File: src/rtl/core/ppr_pkg.sv
// shared types and constants of the pixel prediction residual block
// no dependencies; imported by every module of the block but ppr_ram
package ppr_pkg;

    localparam int MAX_WIDTH  = 4096;
    localparam int MAX_HEIGHT = 4096;
    localparam int COL_W      = $clog2(MAX_WIDTH);
    localparam int ROW_W      = $clog2(MAX_HEIGHT);
    localparam int CFG_W      = 13;
    localparam int LEN_W      = (COL_W + 1 > CFG_W) ? COL_W + 1 : CFG_W;
    localparam int PIX_W      = 8;
    localparam int SMP_W      = 10;
    localparam int IDX_W      = 2;

    typedef enum logic [2:0] {
        MODE_LEFT     = 3'd0,
        MODE_ABOVE    = 3'd1,
        MODE_AVERAGE  = 3'd2,
        MODE_PAETH    = 3'd3,
        MODE_GRADIENT = 3'd4,
        MODE_HALF     = 3'd5
    } pred_mode_t;

    typedef enum logic {
        DIR_ENCODE = 1'b0,
        DIR_DECODE = 1'b1
    } dir_t;

    typedef enum logic [IDX_W-1:0] {
        REG_MODE      = 2'd0,
        REG_DIRECTION = 2'd1,
        REG_WIDTH     = 2'd2,
        REG_HEIGHT    = 2'd3
    } reg_idx_t;

    typedef struct packed {
        logic [2:0] mode;
        dir_t       direction;
    } pred_cfg_t;

    typedef struct packed {
        logic signed [SMP_W-1:0] result;
        logic                    end_of_image;
    } out_word_t;

endpackage

File: src/rtl/core/ppr_predict.sv
// predictor and residual / reconstruction datapath
// depends on ppr_pkg
module ppr_predict (
    input  ppr_pkg::pred_cfg_t                cfg,
    input  logic signed [ppr_pkg::SMP_W-1:0]  sample,
    input  logic [ppr_pkg::PIX_W-1:0]         left,
    input  logic [ppr_pkg::PIX_W-1:0]         above,
    input  logic [ppr_pkg::PIX_W-1:0]         upleft,
    output logic signed [ppr_pkg::SMP_W-1:0]  result,
    output logic [ppr_pkg::PIX_W-1:0]         pixel
);
    import ppr_pkg::*;

    logic signed [10:0] sl, sa, sc;
    logic signed [10:0] diff_ac, diff_bc, diff_p;
    logic signed [10:0] da, db, dc;
    logic signed [10:0] half;
    logic signed [10:0] pred;
    logic signed [10:0] paeth;
    logic signed [11:0] dsum;
    logic signed [10:0] eres;
    logic [PIX_W-1:0]   enc_px;
    logic [PIX_W-1:0]   dec_px;

    always_comb begin
        sl = signed'({3'b000, left});
        sa = signed'({3'b000, above});
        sc = signed'({3'b000, upleft});

        // distances of p = l + a - ul to each neighbor
        diff_bc = sa - sc;
        diff_ac = sl - sc;
        diff_p  = sl + sa - sc - sc;
        da = diff_bc[10] ? -diff_bc : diff_bc;
        db = diff_ac[10] ? -diff_ac : diff_ac;
        dc = diff_p[10]  ? -diff_p  : diff_p;
        if (da <= db && da <= dc) begin
            paeth = sl;
        end else if (db <= dc) begin
            paeth = sa;
        end else begin
            paeth = sc;
        end

        // halve toward zero
        half = (diff_bc + (diff_bc[10] ? 11'sd1 : 11'sd0)) >>> 1;

        case (cfg.mode)
            MODE_LEFT:     pred = sl;
            MODE_ABOVE:    pred = sa;
            MODE_AVERAGE:  pred = (sl + sa) >>> 1;
            MODE_PAETH:    pred = paeth;
            MODE_GRADIENT: pred = sl + sa - sc;
            MODE_HALF:     pred = sl + half;
            default:       pred = '0;
        endcase

        if (sample < 0) begin
            enc_px = '0;
        end else if (sample > 10'sd255) begin
            enc_px = '1;
        end else begin
            enc_px = sample[PIX_W-1:0];
        end
        eres = signed'({3'b000, enc_px}) - pred;

        dsum = 12'(pred) + 12'(sample);
        if (dsum < 0) begin
            dec_px = '0;
        end else if (dsum > 12'sd255) begin
            dec_px = '1;
        end else begin
            dec_px = dsum[PIX_W-1:0];
        end

        if (cfg.direction == DIR_DECODE) begin
            pixel  = dec_px;
            result = signed'({2'b00, dec_px});
        end else begin
            pixel  = enc_px;
            result = eres[SMP_W-1:0];
        end
    end

endmodule

File: config.mk
export PLATFORM = sky130hd
export DESIGN_NAME = ppr_predict
export DESIGN_NICKNAME = d
export VERILOG_FILES = /design/src/rtl/core/ppr_pkg.sv /design/src/rtl/core/ppr_predict.sv
export SDC_FILE = /design/constraint.sdc
export NUM_CORES = 1
export LEC_CHECK = 0
export BUFFER_PORTS_ARGS = -buffer_cell sky130_fd_sc_hd__buf_2
export CAP_MARGIN = 10
export CORE_ASPECT_RATIO = 2
export CORE_UTILIZATION = 59
export DETAILED_ROUTE_END_ITERATION = 10
export GPL_TIMING_DRIVEN = 0
export PLACE_DENSITY = 0.78
export SLEW_MARGIN = 30
export SYNTH_ARGS = -nofsm -noshare
export SYNTH_HDL_FRONTEND = slang
export SYNTH_SLANG_ARGS = --single-unit
File: constraint.sdc
create_clock -name vclk -period 16.3
set_input_delay 0 -clock vclk [all_inputs]
set_output_delay 0 -clock vclk [all_outputs]
set_load 0.05 [all_outputs]
==> results.ini <==
[finish]
regArea_sq_um=0
nets=881
area_growth_pct=8.44
utilization_pct=66.0
drive_gt1_share_pct=13.0
fillers=761
clkbuf_count=0
n_antenna_cell=0
seq_cells=0

[sta]
slew_headroom_pct=38.7
hold_slack_ns=0.504
timing.fmax_mhz=94.3
worst_pin_slew_ns=0.914
post-route-period-util_pct=65.0
rsz0062_at_grt=false
finalMaxSlewViolations=0
fin_crit_ns=10.60
finalHoldViolations=0
setup_viol=0
tns_ns=0

[detailed_routing]
wl_per_cell_um=20.4
viasPerCell=6.57
vias=5447
drt-pass1-iter-count=6
drt-total-wl_mm=16.9
drc=0
final_antenna_net_count=0
initialDrtViolationCount=238

[critical_path]
cp_slowest_cell=a211oi_1
cp-startpoint=left[0]
max_stage_delay_ns=0.81
end_kind=output port
critPathKind=primary input to output port
start_kind=primary input
cp.arrival_ns=10.60
cp.buffers_inverters=3
crit_family=compound AO/OA/AOI/OAI gates
crit_required_ns=16.30
crit_fanout=10

[global_routing]
track_usage_pct=38.4
antenna_found_initial=0
grt_max_degree=11
use_met2_pct=71.9
grt-ovfl-total=0
top_usage_layer=met2
grt_first_pass_wirelength_mm=25.8
grt_pass1_vias=5440
use_met3_pct=3.29
met1_usage_pct=33.1

[synthesis]
synth.top_cells.by_count=ha_1 (102), nor2_1 (74), a21oi_1 (52)
synth_compound_area_share_pct=28.6
synthCells=669
synth_top_family_by_area=adder cells
yosys.area_share.simple_pct=20.9
synth-xor-area-share_pct=11.9
synth_top_area_share_pct=25.5
yosysTopAreaCell=ha_1
avgSynthCellArea_sq_um=7.49
synthTopCellsByArea=ha_1 (25%), xnor2_1 (6.5%), nor2_1 (5.5%), a21oi_1 (5.2%), xor2_1 (5.1%)
yosysWarnings=0
synth_mux_area_share_pct=5.32
synth_cell_types=77
synthAdderAreaFrac_pct=28.7
ys_seq_area_share_pct=0
syn_area_sq_mm=0.00501
synth_most_common_cell=ha_1

[place]
dp.final_hpwl_mm=14.7
gp_congestion=1.00
portBuffers=54

[clock_network]
postCtsSetupRepairBufs=0
cts-resized-gates=0
cts_hold_buf=0

[pwr]
cellPowerDensity_mw_per_mm2=140
ir_drop_v=0.000147
p_leak_nw=2.50

[die]
die_x_um=67.2
rows=47
ioPinCount=56
die_area_sq_mm=0.00889
dieHeight_um=132
core_area_sq_mm=0.00823
start_util_pct=60.9

[min_path]
whs_path_depth=4
min-delay-start=sample[5]
whs_endpoint=pixel[5]
hp-class=primary input to output port

[run_status]
status=finished, final reports clean

[flow_run]
drv_cap=0

## per-layer routing
metal	vias up	part of all wire, %
met4	0	11
li1	2615	-
met1	2552	32
met3	87	3.9
met5	-	0
met2	193	53
## tightest hold or removal path: cells and delay by family
family | cells | cell delay, ns
AO/OA/AOI/OAI | 1 | 0.08
buffers and inverters | 2 | 0.31
AND/OR/NAND/NOR | 1 | 0.12
## stage by stage
stage,worst slack [ns],area (sq um),power [W],instances
global placement,6.22,5430,0.000718,829
floorplan,8.42,5040,0.000564,677
detailed placement,5.92,5430,0.000745,829
finish,5.70,5430,0.000759,829
CTS,5.89,5430,0.000748,829
global route,5.33,5430,0.000828,829
## where the power goes
part	switching [W]	internal [W]	total, W
combinational	0.000473	0.000286	0.000759
sequential	0	0	0
clock	0	0	0
total	0.000473	0.000286	0.000759
## how the worst max path moves through the flow
| stage | end | slack, ns | cells after the start |
|---|---|---|---|
| after floorplan | result[1] | 8.42 | 31 |
| after global placement | pixel[5] | 6.22 | 39 |
| after detailed placement | result[1] | 5.92 | 39 |
| after CTS | result[1] | 5.89 | 39 |
| after global routing | pixel[0] | 5.33 | 39 |
| final | result[1] | 5.70 | 39 |
## final cells by class
cell class	count	area [sq um]	share of cell area (%)
Timing Repair Buffer	54	270	4.97
Multi-Input combinational cell	623	4820	88.7
Inverter	39	146	2.69
Tap cell	98	123	2.26
Buffer	15	76.3	1.40
## cells by family after synthesis
| logic type | after synthesis |
|---|---|
| other | 2 |
| and+or+nand+nor | 207 |
| adders and majority gates | 110 |
| buffers and inverters | 54 |
| muxes | 23 |
| xor gates and xnor gates | 67 |
| AOI/OAI and AO/OA | 206 |
## cells in the final DEF (no fill, tap or decap), types with 6 or more instances in the layout
cell | netlist | layout
a21o_1 | 12 | 12
nand3_1 | 7 | 7
o21ai_0 | 31 | 31
nand2_1 | 28 | 28
conb_1 | 2 | 10
buf_2 | 0 | 54
inv_1 | 38 | 38
a21oi_1 | 52 | 52
mux2i_1 | 15 | 15
a211oi_1 | 6 | 6
clkbuf_1 | 12 | 12
nand2b_1 | 13 | 13
o31ai_1 | 13 | 13
o21ai_1 | 11 | 11
fa_1 | 8 | 8
o21a_1 | 15 | 15
o221ai_1 | 9 | 9
o221a_2 | 6 | 6
xnor2_1 | 37 | 37
nor2b_1 | 18 | 18
xor2_1 | 29 | 29
nor2_1 | 74 | 74
nor3_1 | 23 | 23
ha_1 | 102 | 102
Power figures use the tool's default switching activity.
