File: src/rtl/core/ppr_pkg.sv
// shared types and constants of the pixel prediction residual block
// no dependencies; imported by every module of the block but ppr_ram
package ppr_pkg;

    localparam int MAX_WIDTH  = 4096;
    localparam int MAX_HEIGHT = 4096;
    localparam int COL_W      = $clog2(MAX_WIDTH);
    localparam int ROW_W      = $clog2(MAX_HEIGHT);
    localparam int CFG_W      = 13;
    localparam int LEN_W      = (COL_W + 1 > CFG_W) ? COL_W + 1 : CFG_W;
    localparam int PIX_W      = 8;
    localparam int SMP_W      = 10;
    localparam int IDX_W      = 2;

    typedef enum logic [2:0] {
        MODE_LEFT     = 3'd0,
        MODE_ABOVE    = 3'd1,
        MODE_AVERAGE  = 3'd2,
        MODE_PAETH    = 3'd3,
        MODE_GRADIENT = 3'd4,
        MODE_HALF     = 3'd5
    } pred_mode_t;

    typedef enum logic {
        DIR_ENCODE = 1'b0,
        DIR_DECODE = 1'b1
    } dir_t;

    typedef enum logic [IDX_W-1:0] {
        REG_MODE      = 2'd0,
        REG_DIRECTION = 2'd1,
        REG_WIDTH     = 2'd2,
        REG_HEIGHT    = 2'd3
    } reg_idx_t;

    typedef struct packed {
        logic [2:0] mode;
        dir_t       direction;
    } pred_cfg_t;

    typedef struct packed {
        logic signed [SMP_W-1:0] result;
        logic                    end_of_image;
    } out_word_t;

endpackage

File: src/rtl/core/ppr_skid.sv
// output register with skid stage for the result channel
// depends on ppr_pkg
module ppr_skid (
    input  logic                aclk,
    input  logic                aresetn,
    input  logic                in_valid,
    output logic                in_ready,
    input  ppr_pkg::out_word_t  in_word,
    output logic                out_valid,
    input  logic                out_ready,
    output ppr_pkg::out_word_t  out_word
);
    import ppr_pkg::*;

    logic      out_valid_reg;
    logic      skid_valid_reg;
    out_word_t out_word_reg;
    out_word_t skid_word_reg;
    logic      in_acc;

    assign in_ready  = !skid_valid_reg;
    assign in_acc    = in_valid && in_ready;
    assign out_valid = out_valid_reg;
    assign out_word  = out_word_reg;

    always_ff @(posedge aclk) begin
        if (!aresetn) begin
            out_valid_reg  <= 1'b0;
            skid_valid_reg <= 1'b0;
        end else if (!out_valid_reg || out_ready) begin
            if (skid_valid_reg) begin
                out_valid_reg  <= 1'b1;
                skid_valid_reg <= 1'b0;
            end else begin
                out_valid_reg <= in_acc;
            end
        end else if (in_acc) begin
            skid_valid_reg <= 1'b1;
        end
    end

    always_ff @(posedge aclk) begin
        if (!out_valid_reg || out_ready) begin
            if (skid_valid_reg) begin
                out_word_reg <= skid_word_reg;
            end else if (in_acc) begin
                out_word_reg <= in_word;
            end
        end else if (in_acc) begin
            skid_word_reg <= in_word;
        end
    end

`ifndef SYNTHESIS
    // a word only sits in the skid stage behind a stalled output word
    assert property (@(posedge aclk) disable iff (!aresetn)
        skid_valid_reg |-> out_valid_reg)
        else $error("skid word without output word");

    // a stalled output with a new word fills the skid stage
    assert property (@(posedge aclk) disable iff (!aresetn)
        out_valid_reg && !out_ready && in_acc |=> skid_valid_reg)
        else $error("word lost under stall");

    // the skid stage drains into the output register
    assert property (@(posedge aclk) disable iff (!aresetn)
        skid_valid_reg && out_ready |=> out_valid_reg && !skid_valid_reg)
        else $error("skid stage did not drain");
`endif

endmodule

File: config.mk
export PLATFORM = sky130hd
export DESIGN_NAME = ppr_skid
export DESIGN_NICKNAME = d
export VERILOG_FILES = /design/src/rtl/core/ppr_pkg.sv /design/src/rtl/core/ppr_skid.sv
export SDC_FILE = /design/constraint.sdc
export NUM_CORES = 1
export LEC_CHECK = 0
export CAP_MARGIN = 20
export CORE_ASPECT_RATIO = 1.75
export CORE_UTILIZATION = 28
export DETAILED_ROUTE_END_ITERATION = 10
export DONT_BUFFER_PORTS = 1
export SLEW_MARGIN = 15
export SYNTH_ARGS = -nofsm -noshare
export SYNTH_HDL_FRONTEND = slang
export SYNTH_SLANG_ARGS = --single-unit
File: constraint.sdc
create_clock -name aclk -period 2.5 [get_ports aclk]
set_clock_uncertainty 0.2 [all_clocks]
set_input_delay 0.375 -clock aclk [delete_from_list [all_inputs] [get_ports aclk]]
set_output_delay 0.375 -clock aclk [all_outputs]
set_load 0.05 [all_outputs]
==> run metrics, run 1 <==
Root Driver clkbuf_8; final core utilization a little over a third; CP max stage cell dfxtp_1; CP max stage delay between 0.6 and 0.7 ns; Synth Area in Simple Gates around 3.2%; most frequent cells in the layout edfxtp_1, dlygate4sd3_1, mux2_4; cell row count 27; worst path arrival time 1.57 ns; largest family of logic cells by synthesized area multiplexers; Post-Synthesis Cell Area ~930 sq um; R2R Setup Slk 0.70 ns; Mean Syn Cell Area between 20 and 25 sq um; final cell count without fillers 102; Rel. slew slack about 66%; vias in the first global route roughly 430; final hold vios 0; Slew @ Worst Pin about 0.52 ns; fraction of layout cells with a size suffix above 1 between 30% and 40%; Period minus WS final around 1.8 ns; Seq/Total Area, Yosys about three quarters; highest clock rate between 500 and 600 MHz; Core Box Area 0.003142 sq mm; mux share of post-synthesis cell area between 15 and 20%; Area Overhead vs Synth 21.32%; maximum fanout along the worst path 11; clk sinks 24; CTS buffer count 3; Synth top area share a little under three quarters; setup repair after global routing missed its margin false; Pwr Density just under 700 mW/mm^2; synthesized instance count 44; clk slew on worst S/H paths ~0.080 ns; Clock Path Buffers 2; Post-Syn Nets 59; post-synth cell types 13; total power just under 0.8 mW; post-synthesis compound-gate area fraction roughly 1.6%; drc violations 0; CP Buf/Inv Count 1; commonest non-fill, non-tap cell in the layout edfxtp_1; first-pass GRT wire length about 2200 um; # placed instances 87; RD Place Congestion approximately 0.65; Adder-Cell Fraction of Synth Area 0%; Placed Area about 970 sq um; minimum hold slack around 0.064 ns; r2r worst-path depth 3; Hold Crit Class primary input to flip-flop; worst setup margin 0.6987 ns; pin count of the biggest net entering global routing 14; hold_sp aresetn; R2R Path Start out_valid; dpl ws 0.7061 ns; worst reg2reg path endpoint skid_word_reg[10]; Ant. Diodes 0; die width ~46 um; Vias/cell roughly 4.2; cell area after layout between 0.001 and 0.0015 sq mm; Die H between 70 and 80 um; Peak supply drop between 300 and 400 uV; worst path cell trace nand2b_1 > nor3b_2 > buf_4; final setup fails 0; status completed; detailed router's first-iteration violation count 8; Die Footprint 0.003554 sq mm; xor/xnor cell area share of the yosys netlist 0%; leading post-synthesis cells by cell area edfxtp_1, mux2_4, mux2_2; worst hold path depth 1; Data required, critical path ~2.3 ns; cell accounting for the most synthesized area edfxtp_1; Skew-Pair Late Insertion Delay 0.26 ns; # resized after CTS 0; grt total ovfl 0; antenna viol nets, final 0; Initial DRT Pass Iterations 3; total wire length ~1500 um; Warnings, synthesis 0; Worst setup EP type flip-flop; port buffer count 0; critical path launch point type flip-flop; initial antenna violation count 0; Fin Setup TNS 0 ns; total number of vias ~430; num ports 28; Yosys reg bits 24; nets 75; CP top delay family flip-flops; fin crit share between 70% and 80%; Slew Viols, Final 0; Initial Util 29.51%; H-tree depth 1; Tot GR Track Use under 10%; Hold Crit Endpoint out_valid; WL/cell between 10 and 15 um; maxcap violations 0; # fillers 303; CTS tree built; P_leak 0.3767 nW; WS Path Type flip-flop to flip-flop
==> power by group <==
part	total, mW	internal, mW	switching [mW]
registers	0.513	0.460	0.0524
clock network	0.224	0.110	0.114
logic	0.0456	0.0276	0.0180
==> how the worst max path moves through the flow <==
| stage | start | endpoint | slack, ns | cells after the start |
|---|---|---|---|---|
| detailed placement | out_valid | out_word[6] | 0.71 | 2 |
| global route | out_valid | skid_word_reg[7] | 0.60 | 3 |
| finish | out_valid | skid_word_reg[10] | 0.70 | 3 |
| floorplan | out_valid | skid_word_reg[0] | 0.16 | 2 |
| global placement | out_valid | out_word[4] | 0.72 | 2 |
| CTS | out_valid | skid_word_reg[8] | 0.68 | 3 |
==> repair_timing <==
item | in CTS | in global routing
endpoints found under the hold margin | 6 | 5
hold buffers | 6 | 5
buffers inserted | 0 | 0
==> layer usage <==
| metal | routed length, um | GRT usage (%) | vias up |
|---|---|---|---|
| li1 | - | - | 196 |
| met1 | 582 | 10.36 | 218 |
| met2 | 825 | 13.57 | 16 |
| met3 | 64 | 2.299 | 2 |
| met4 | 29 | 6.364 | 0 |
| met5 | 0 | 0 | - |
==> logic make-up after synthesis <==
| group | after synthesis |
|---|---|
| buf+inv | 3 |
| simple gates | 4 |
| flops | 24 |
| compound gates | 2 |
| mux | 11 |
==> Yosys cell counts <==
cell	count
o21a_1	1
nor2_1	1
a21boi_0	1
inv_1	1
buf_12	1
mux2_4	6
nand2b_1	1
buf_6	1
edfxtp_1	22
nor3b_1	1
mux2_2	5
nor3b_2	1
dfxtp_1	2
==> layout make-up <==
cell class	count	area [sq um]	share of cell area, %
well taps	43	53.80	4.783
clock buffers	3	41.29	3.671
repair buffers	13	125.1	11.12
clock inverters	1	3.754	0.3337
flip-flops and latches	24	700.7	62.29
multi-input cells	17	196.4	17.46
inverters	1	3.754	0.3337
No activity file was read; power rests on OpenSTA's default activity.
==> run 2, diff against run 1 <==
clock period = 1.5 ns   (was 2.5 ns; I/O delays follow)
==> run 2 against run 1 <==
  * The flow now finishes with violations (hold timing)
  * Routed wire length fell by 4.4%
  * Non-clock buffer count rose by 9
  * Via count rose by 5.1%
  * Worst setup slack got worse by 0.65 ns
  * Critical path depth did not move
  * Sequential share of layout area fell by 5.1 points
  * Critical path type unchanged
==> run metrics, run 2 (synthesized netlist as in run 1, its figures left out) <==
Slew Viols, Final 0 (unchanged); cell row count 27 (unchanged); Root Driver clkbuf_8; vias in the first global route 537 (+25%); antenna viol nets, final 0 (unchanged); worst hold path depth 2 (+1); grt total ovfl 0 (unchanged); Rel. slew slack 68.47% (+2.9 points); first-pass GRT wire length 2484 um (+14%); total number of vias 454 (+5.1%); pin count of the biggest net entering global routing 14 (unchanged); highest clock rate 687.9 MHz (+24%); fraction of layout cells with a size suffix above 1 39.71% (+9.2 points); status finished with violations; Data required, critical path 1.48 ns (-0.78 ns); Slew @ Worst Pin 0.4739 ns (-0.04295 ns); CP max stage delay 0.57 ns (-0.08 ns); final hold vios 2 (+2); nets 84 (+12%); WL/cell 12.93 um (-12%); detailed router's first-iteration violation count 9 (+1); Area Overhead vs Synth 33.20%; num ports 28 (unchanged); Worst setup EP type flip-flop; maxcap violations 0 (unchanged); Hold Crit Class primary input to flip-flop; die width 45.50 um (unchanged); minimum hold slack -0.01560 ns (-0.07993 ns); RD Place Congestion 0.5513 (-15%); Initial Util 29.51% (unchanged); # placed instances 93 (+6.9%); Levels on crit path 3 (unchanged); worst path cell trace nand2b_4 > dlygate4sd3_1 > nor3b_2; Skew-Pair Late Insertion Delay 0.26 ns (about the same); clk sinks 24 (unchanged); Peak supply drop 634.9 uV (+78%); port buffer count 0 (unchanged); Clock Path Buffers 2 (unchanged); maximum fanout along the worst path 4 (-7); detailed placement HPWL 1085 um; r2r worst-path depth 3 (unchanged); Period minus WS final 1.454 ns (-0.3475 ns); WS Path Type flip-flop to flip-flop; final cell count without fillers 111 (+8.8%); Ant. Diodes 0 (unchanged); initial antenna violation count 0 (unchanged); setup repair after global routing missed its margin false; CP max stage cell dlygate4sd3_1; failing checks hold timing; clk slew on worst S/H paths 0.08 ns (about the same); Initial DRT Pass Iterations 2 (-1); Pwr Density 1078 mW/mm^2 (+55%); CTS buffer count 3 (unchanged); drc violations 0 (unchanged); Core Box Area 0.003142 sq mm (unchanged); Die H 78.12 um (unchanged); Tot GR Track Use 9.826% (+0.91 points); Post-CTS Setup Inserts 0 (unchanged); Die Footprint 0.003554 sq mm (unchanged); CP Buf/Inv Count 1 (unchanged); commonest non-fill, non-tap cell in the layout edfxtp_1; # fillers 280 (-7.6%); Vias/cell 4.090 (-3.4%); CP top delay family buffers and inverters; CTS tree built; P_leak 0.4280 nW (+14%); fin crit share 96.92% (+25 points); total wire length 1435 um (-4.4%); most frequent cells in the layout edfxtp_1, dlygate4sd3_1, mux2_4, buf_4, mux2_2; H-tree depth 1 (unchanged); critical path launch point type flip-flop; worst path arrival time 1.43 ns (-0.14 ns); final setup fails 0 (unchanged)
[run 2: cell types whose count changed in the layout (fill, tap and decap cells not counted), sizes merged]
cell         change
buf              +6
dlygate4sd3      +3
[run 2: path summary, 6_finish.rpt]
| check | slack, ns | from | to |
|---|---|---|---|
| worst max register to register | 0.05 | out_valid | skid_valid_reg |
| worst max-delay path | 0.05 | out_valid | skid_valid_reg |
| worst min-delay path | -0.02 | in_valid | out_valid |
| worst min register to register | 0.35 | skid_word_reg[9] | out_word[9] |
[run 2: what timing repair did]
item,CTS,global route
resized for setup,1,1
endpoints found under the hold margin,24,0
setup endpoints to repair,1,1
pin swaps,0,0
hold buffers,14,0
[run 2: through the flow]
step / utilization, % / power [mW] / setup TNS [ns] / setup slack [ns] / instance area (sq um)
after floorplan: - / 0.9172 / -0.2271 / -0.02065 / 949.7
after global placement: 33.25 / 0.9408 / 0 / 0.1864 / 1045
after detailed placement: 33.25 / 0.9440 / 0 / 0.1619 / 1045
after CTS: 39.27 / 1.352 / 0 / 0.006313 / 1234
after global routing: 39.31 / 1.383 / 0 / 0.01102 / 1235
final: 39.31 / 1.331 / 0 / 0.04620 / 1235
[run 2: layout make-up]
type	instances	area (sq um)	share of cell area [%]
multi-input combinational	17	210.2	17.02
inverter	1	3.754	0.3040
sequential	24	705.7	57.14
clock buffer	3	41.29	3.343
clock inverter	1	3.754	0.3040
tap	43	53.80	4.357
timing repair buffer	22	216.5	17.53
[run 2: routing by layer]
metal	wire length, um	GRT usage (%)
met5	0	0
met3	46	1.609
met4	35	6.364
met1	524	10.33
met2	830	16.86
[run 2: power breakdown]
group	internal [mW]	total, mW	switching [mW]
clock	0.183	0.372	0.189
sequential	0.767	0.849	0.0818
combinational	0.0670	0.110	0.0435
total	1.02	1.33	0.315
==> run 3, diff against run 2 <==
SETUP_SLACK_MARGIN = 0.5   (was not set)
==> run 3 against run 2 <==
  * The flow still finishes with violations (hold timing)
  * Fmax increased by 8.5%
  * Sequential power about the same
  * Highest routed layer unchanged
  * Clock power increased by 14%
  * Worst setup slack improved by 0.11 ns
  * Cell area increased by 3.4%
==> run metrics, run 3 (synthesized netlist as in run 1, its figures left out) <==
detailed router's first-iteration violation count 8 (-1); Data required, critical path 1.32 ns (-0.16 ns); pin count of the biggest net entering global routing 14 (unchanged); # placed instances 93 (unchanged); clk slew on worst S/H paths 0.08 ns (about the same); detailed placement HPWL 1094 um (+0.83%); WL/cell 13.87 um (+7.3%); Hold Crit Class primary input to flip-flop; P_leak 0.4508 nW (+5.3%); worst reg2reg path endpoint out_word[5]; Rel. slew slack 68.19% (-0.29 points); minimum hold slack -0.05865 ns (-0.04305 ns); antenna viol nets, final 0 (unchanged); die width 45.50 um (unchanged); Slew @ Worst Pin 0.4782 ns (+0.004316 ns); worst hold path depth 2 (unchanged); initial antenna violation count 0 (unchanged); Die H 78.12 um (unchanged); Peak supply drop 626.5 uV (-1.3%); worst path arrival time 1.16 ns (-0.27 ns); status finished with violations; R2R Setup Slk 0.16 ns (+0.11 ns); Initial Util 29.51% (unchanged); RD Place Congestion 0.5842 (+6.0%); Pwr Density 1089 mW/mm^2 (+1.0%); vias in the first global route 491 (-8.6%); Ant. Diodes 0 (unchanged); maximum fanout along the worst path 4 (unchanged); nets 84 (unchanged); Period minus WS final 1.340 ns (-0.1138 ns); final setup fails 0 (unchanged); total wire length 1540 um (+7.3%); hold_sp in_valid; setup repair after global routing missed its margin true; total number of vias 468 (+3.1%); fraction of layout cells with a size suffix above 1 48.53% (+8.8 points); H-tree depth 1 (unchanged); Fin Setup TNS 0 ns (unchanged); failing checks hold timing; clk sinks 24 (unchanged); # fillers 300 (+7.1%); final cell count without fillers 111 (unchanged); Root Driver clkbuf_8; highest clock rate 746.3 MHz (+8.5%); maxcap violations 0 (unchanged); commonest non-fill, non-tap cell in the layout edfxtp_1; Slew Viols, Final 0 (unchanged); WS Path Type flip-flop to flip-flop; CTS tree built; Hold-fix buffers, CTS 12 (-2); cell row count 27 (unchanged); Tot GR Track Use 9.570% (-0.26 points); Die Footprint 0.003554 sq mm (unchanged); Worst setup EP type flip-flop; Initial DRT Pass Iterations 3 (+1); first-pass GRT wire length 2352 um (-5.3%); num ports 28 (unchanged); most frequent cells in the layout edfxtp_1, dlygate4sd3_1, mux2_4; Core Box Area 0.003142 sq mm (unchanged); drc violations 0 (unchanged); Area Overhead vs Synth 37.79%; R2R Path Start skid_valid_reg; Hold Crit Endpoint skid_valid_reg; grt total ovfl 0 (unchanged); Skew-Pair Late Insertion Delay 0.26 ns (about the same); Vias/cell 4.216 (+3.1%); r2r worst-path depth 3 (unchanged); fin crit share 89.33% (-7.6 points); port buffer count 0 (unchanged); CTS buffer count 3 (unchanged); critical path launch point type flip-flop; final hold vios 2 (unchanged); Clock Path Buffers 2 (unchanged)
==> run 3: per-stage QoR <==
stage               power [mW]  cell area (sq um)  hold WS [ns]  worst slack, ns  utilization, %
floorplan               0.9176              950.9        0.1239         -0.02063               -
global placement        0.9412               1046        0.1240           0.1891           33.29
detailed placement      0.9447               1046        0.1240           0.1746           33.29
CTS                      1.419               1271      -0.07259           0.1433           40.46
global route             1.453               1277      -0.06604           0.1244           40.66
finish                   1.391               1277      -0.05865           0.1600           40.66
==> run 3: how the worst max path moves through the flow <==
| stage | startpoint | cells after the start | endpoint |
|---|---|---|---|
| after floorplan | skid_valid_reg | 3 | skid_word_reg[0] |
| after global placement | skid_valid_reg | 3 | skid_word_reg[7] |
| after detailed placement | skid_valid_reg | 3 | skid_word_reg[8] |
| after CTS | out_word[3] | 0 | out_word[3] |
| after global routing | skid_valid_reg | 3 | in_ready |
| final | skid_valid_reg | 3 | out_word[5] |
==> run 3: final cells by class <==
cell class                      count  area [sq um]  share of cell area [%]
Clock buffer                        4         55.05                   4.309
Inverter                            1         6.256                  0.4897
Multi-Input combinational cell     17         219.0                   17.14
Sequential cell                    24         705.7                   55.24
Tap cell                           43         53.80                   4.212
Timing Repair Buffer               22         237.7                   18.61
==> run 3: critical path, stage by stage, from the launching register on <==
cell,delay (ns)
dfxtp_2,0.34
buf_6,0.13
buf_4,0.14
mux2_4,0.29
==> run 3: where the power goes <==
| part | internal (mW) | leakage [nW] | switching (mW) | total [mW] |
|---|---|---|---|---|
| combinational | 0.0720 | 0.198 | 0.0458 | 0.118 |
| clock | 0.234 | 0.0288 | 0.191 | 0.424 |
| sequential | 0.767 | 0.224 | 0.0817 | 0.849 |
==> run 3: routing by layer <==
layer / up-vias / wire, um / GRT usage (%) / share of wire (%)
met3: 2 / 49 / 1.379 / 3.2
met4: 0 / 22 / 6.364 / 1.4
li1: 216 / - / - / -
met1: 239 / 545 / 10.24 / 35
met2: 11 / 923 / 16.29 / 60
met5: - / 0 / 0 / 0
==> run 3: timing repair <==
| action | in CTS | in global routing |
|---|---|---|
| gates cloned | 0 | 0 |
| pin swaps | 2 | 0 |
| setup buffers | 2 | 0 |
| setup endpoints to repair | 48 | 47 |
| gates resized for setup | 11 | 2 |
| hold endpoints to repair | 24 | 2 |
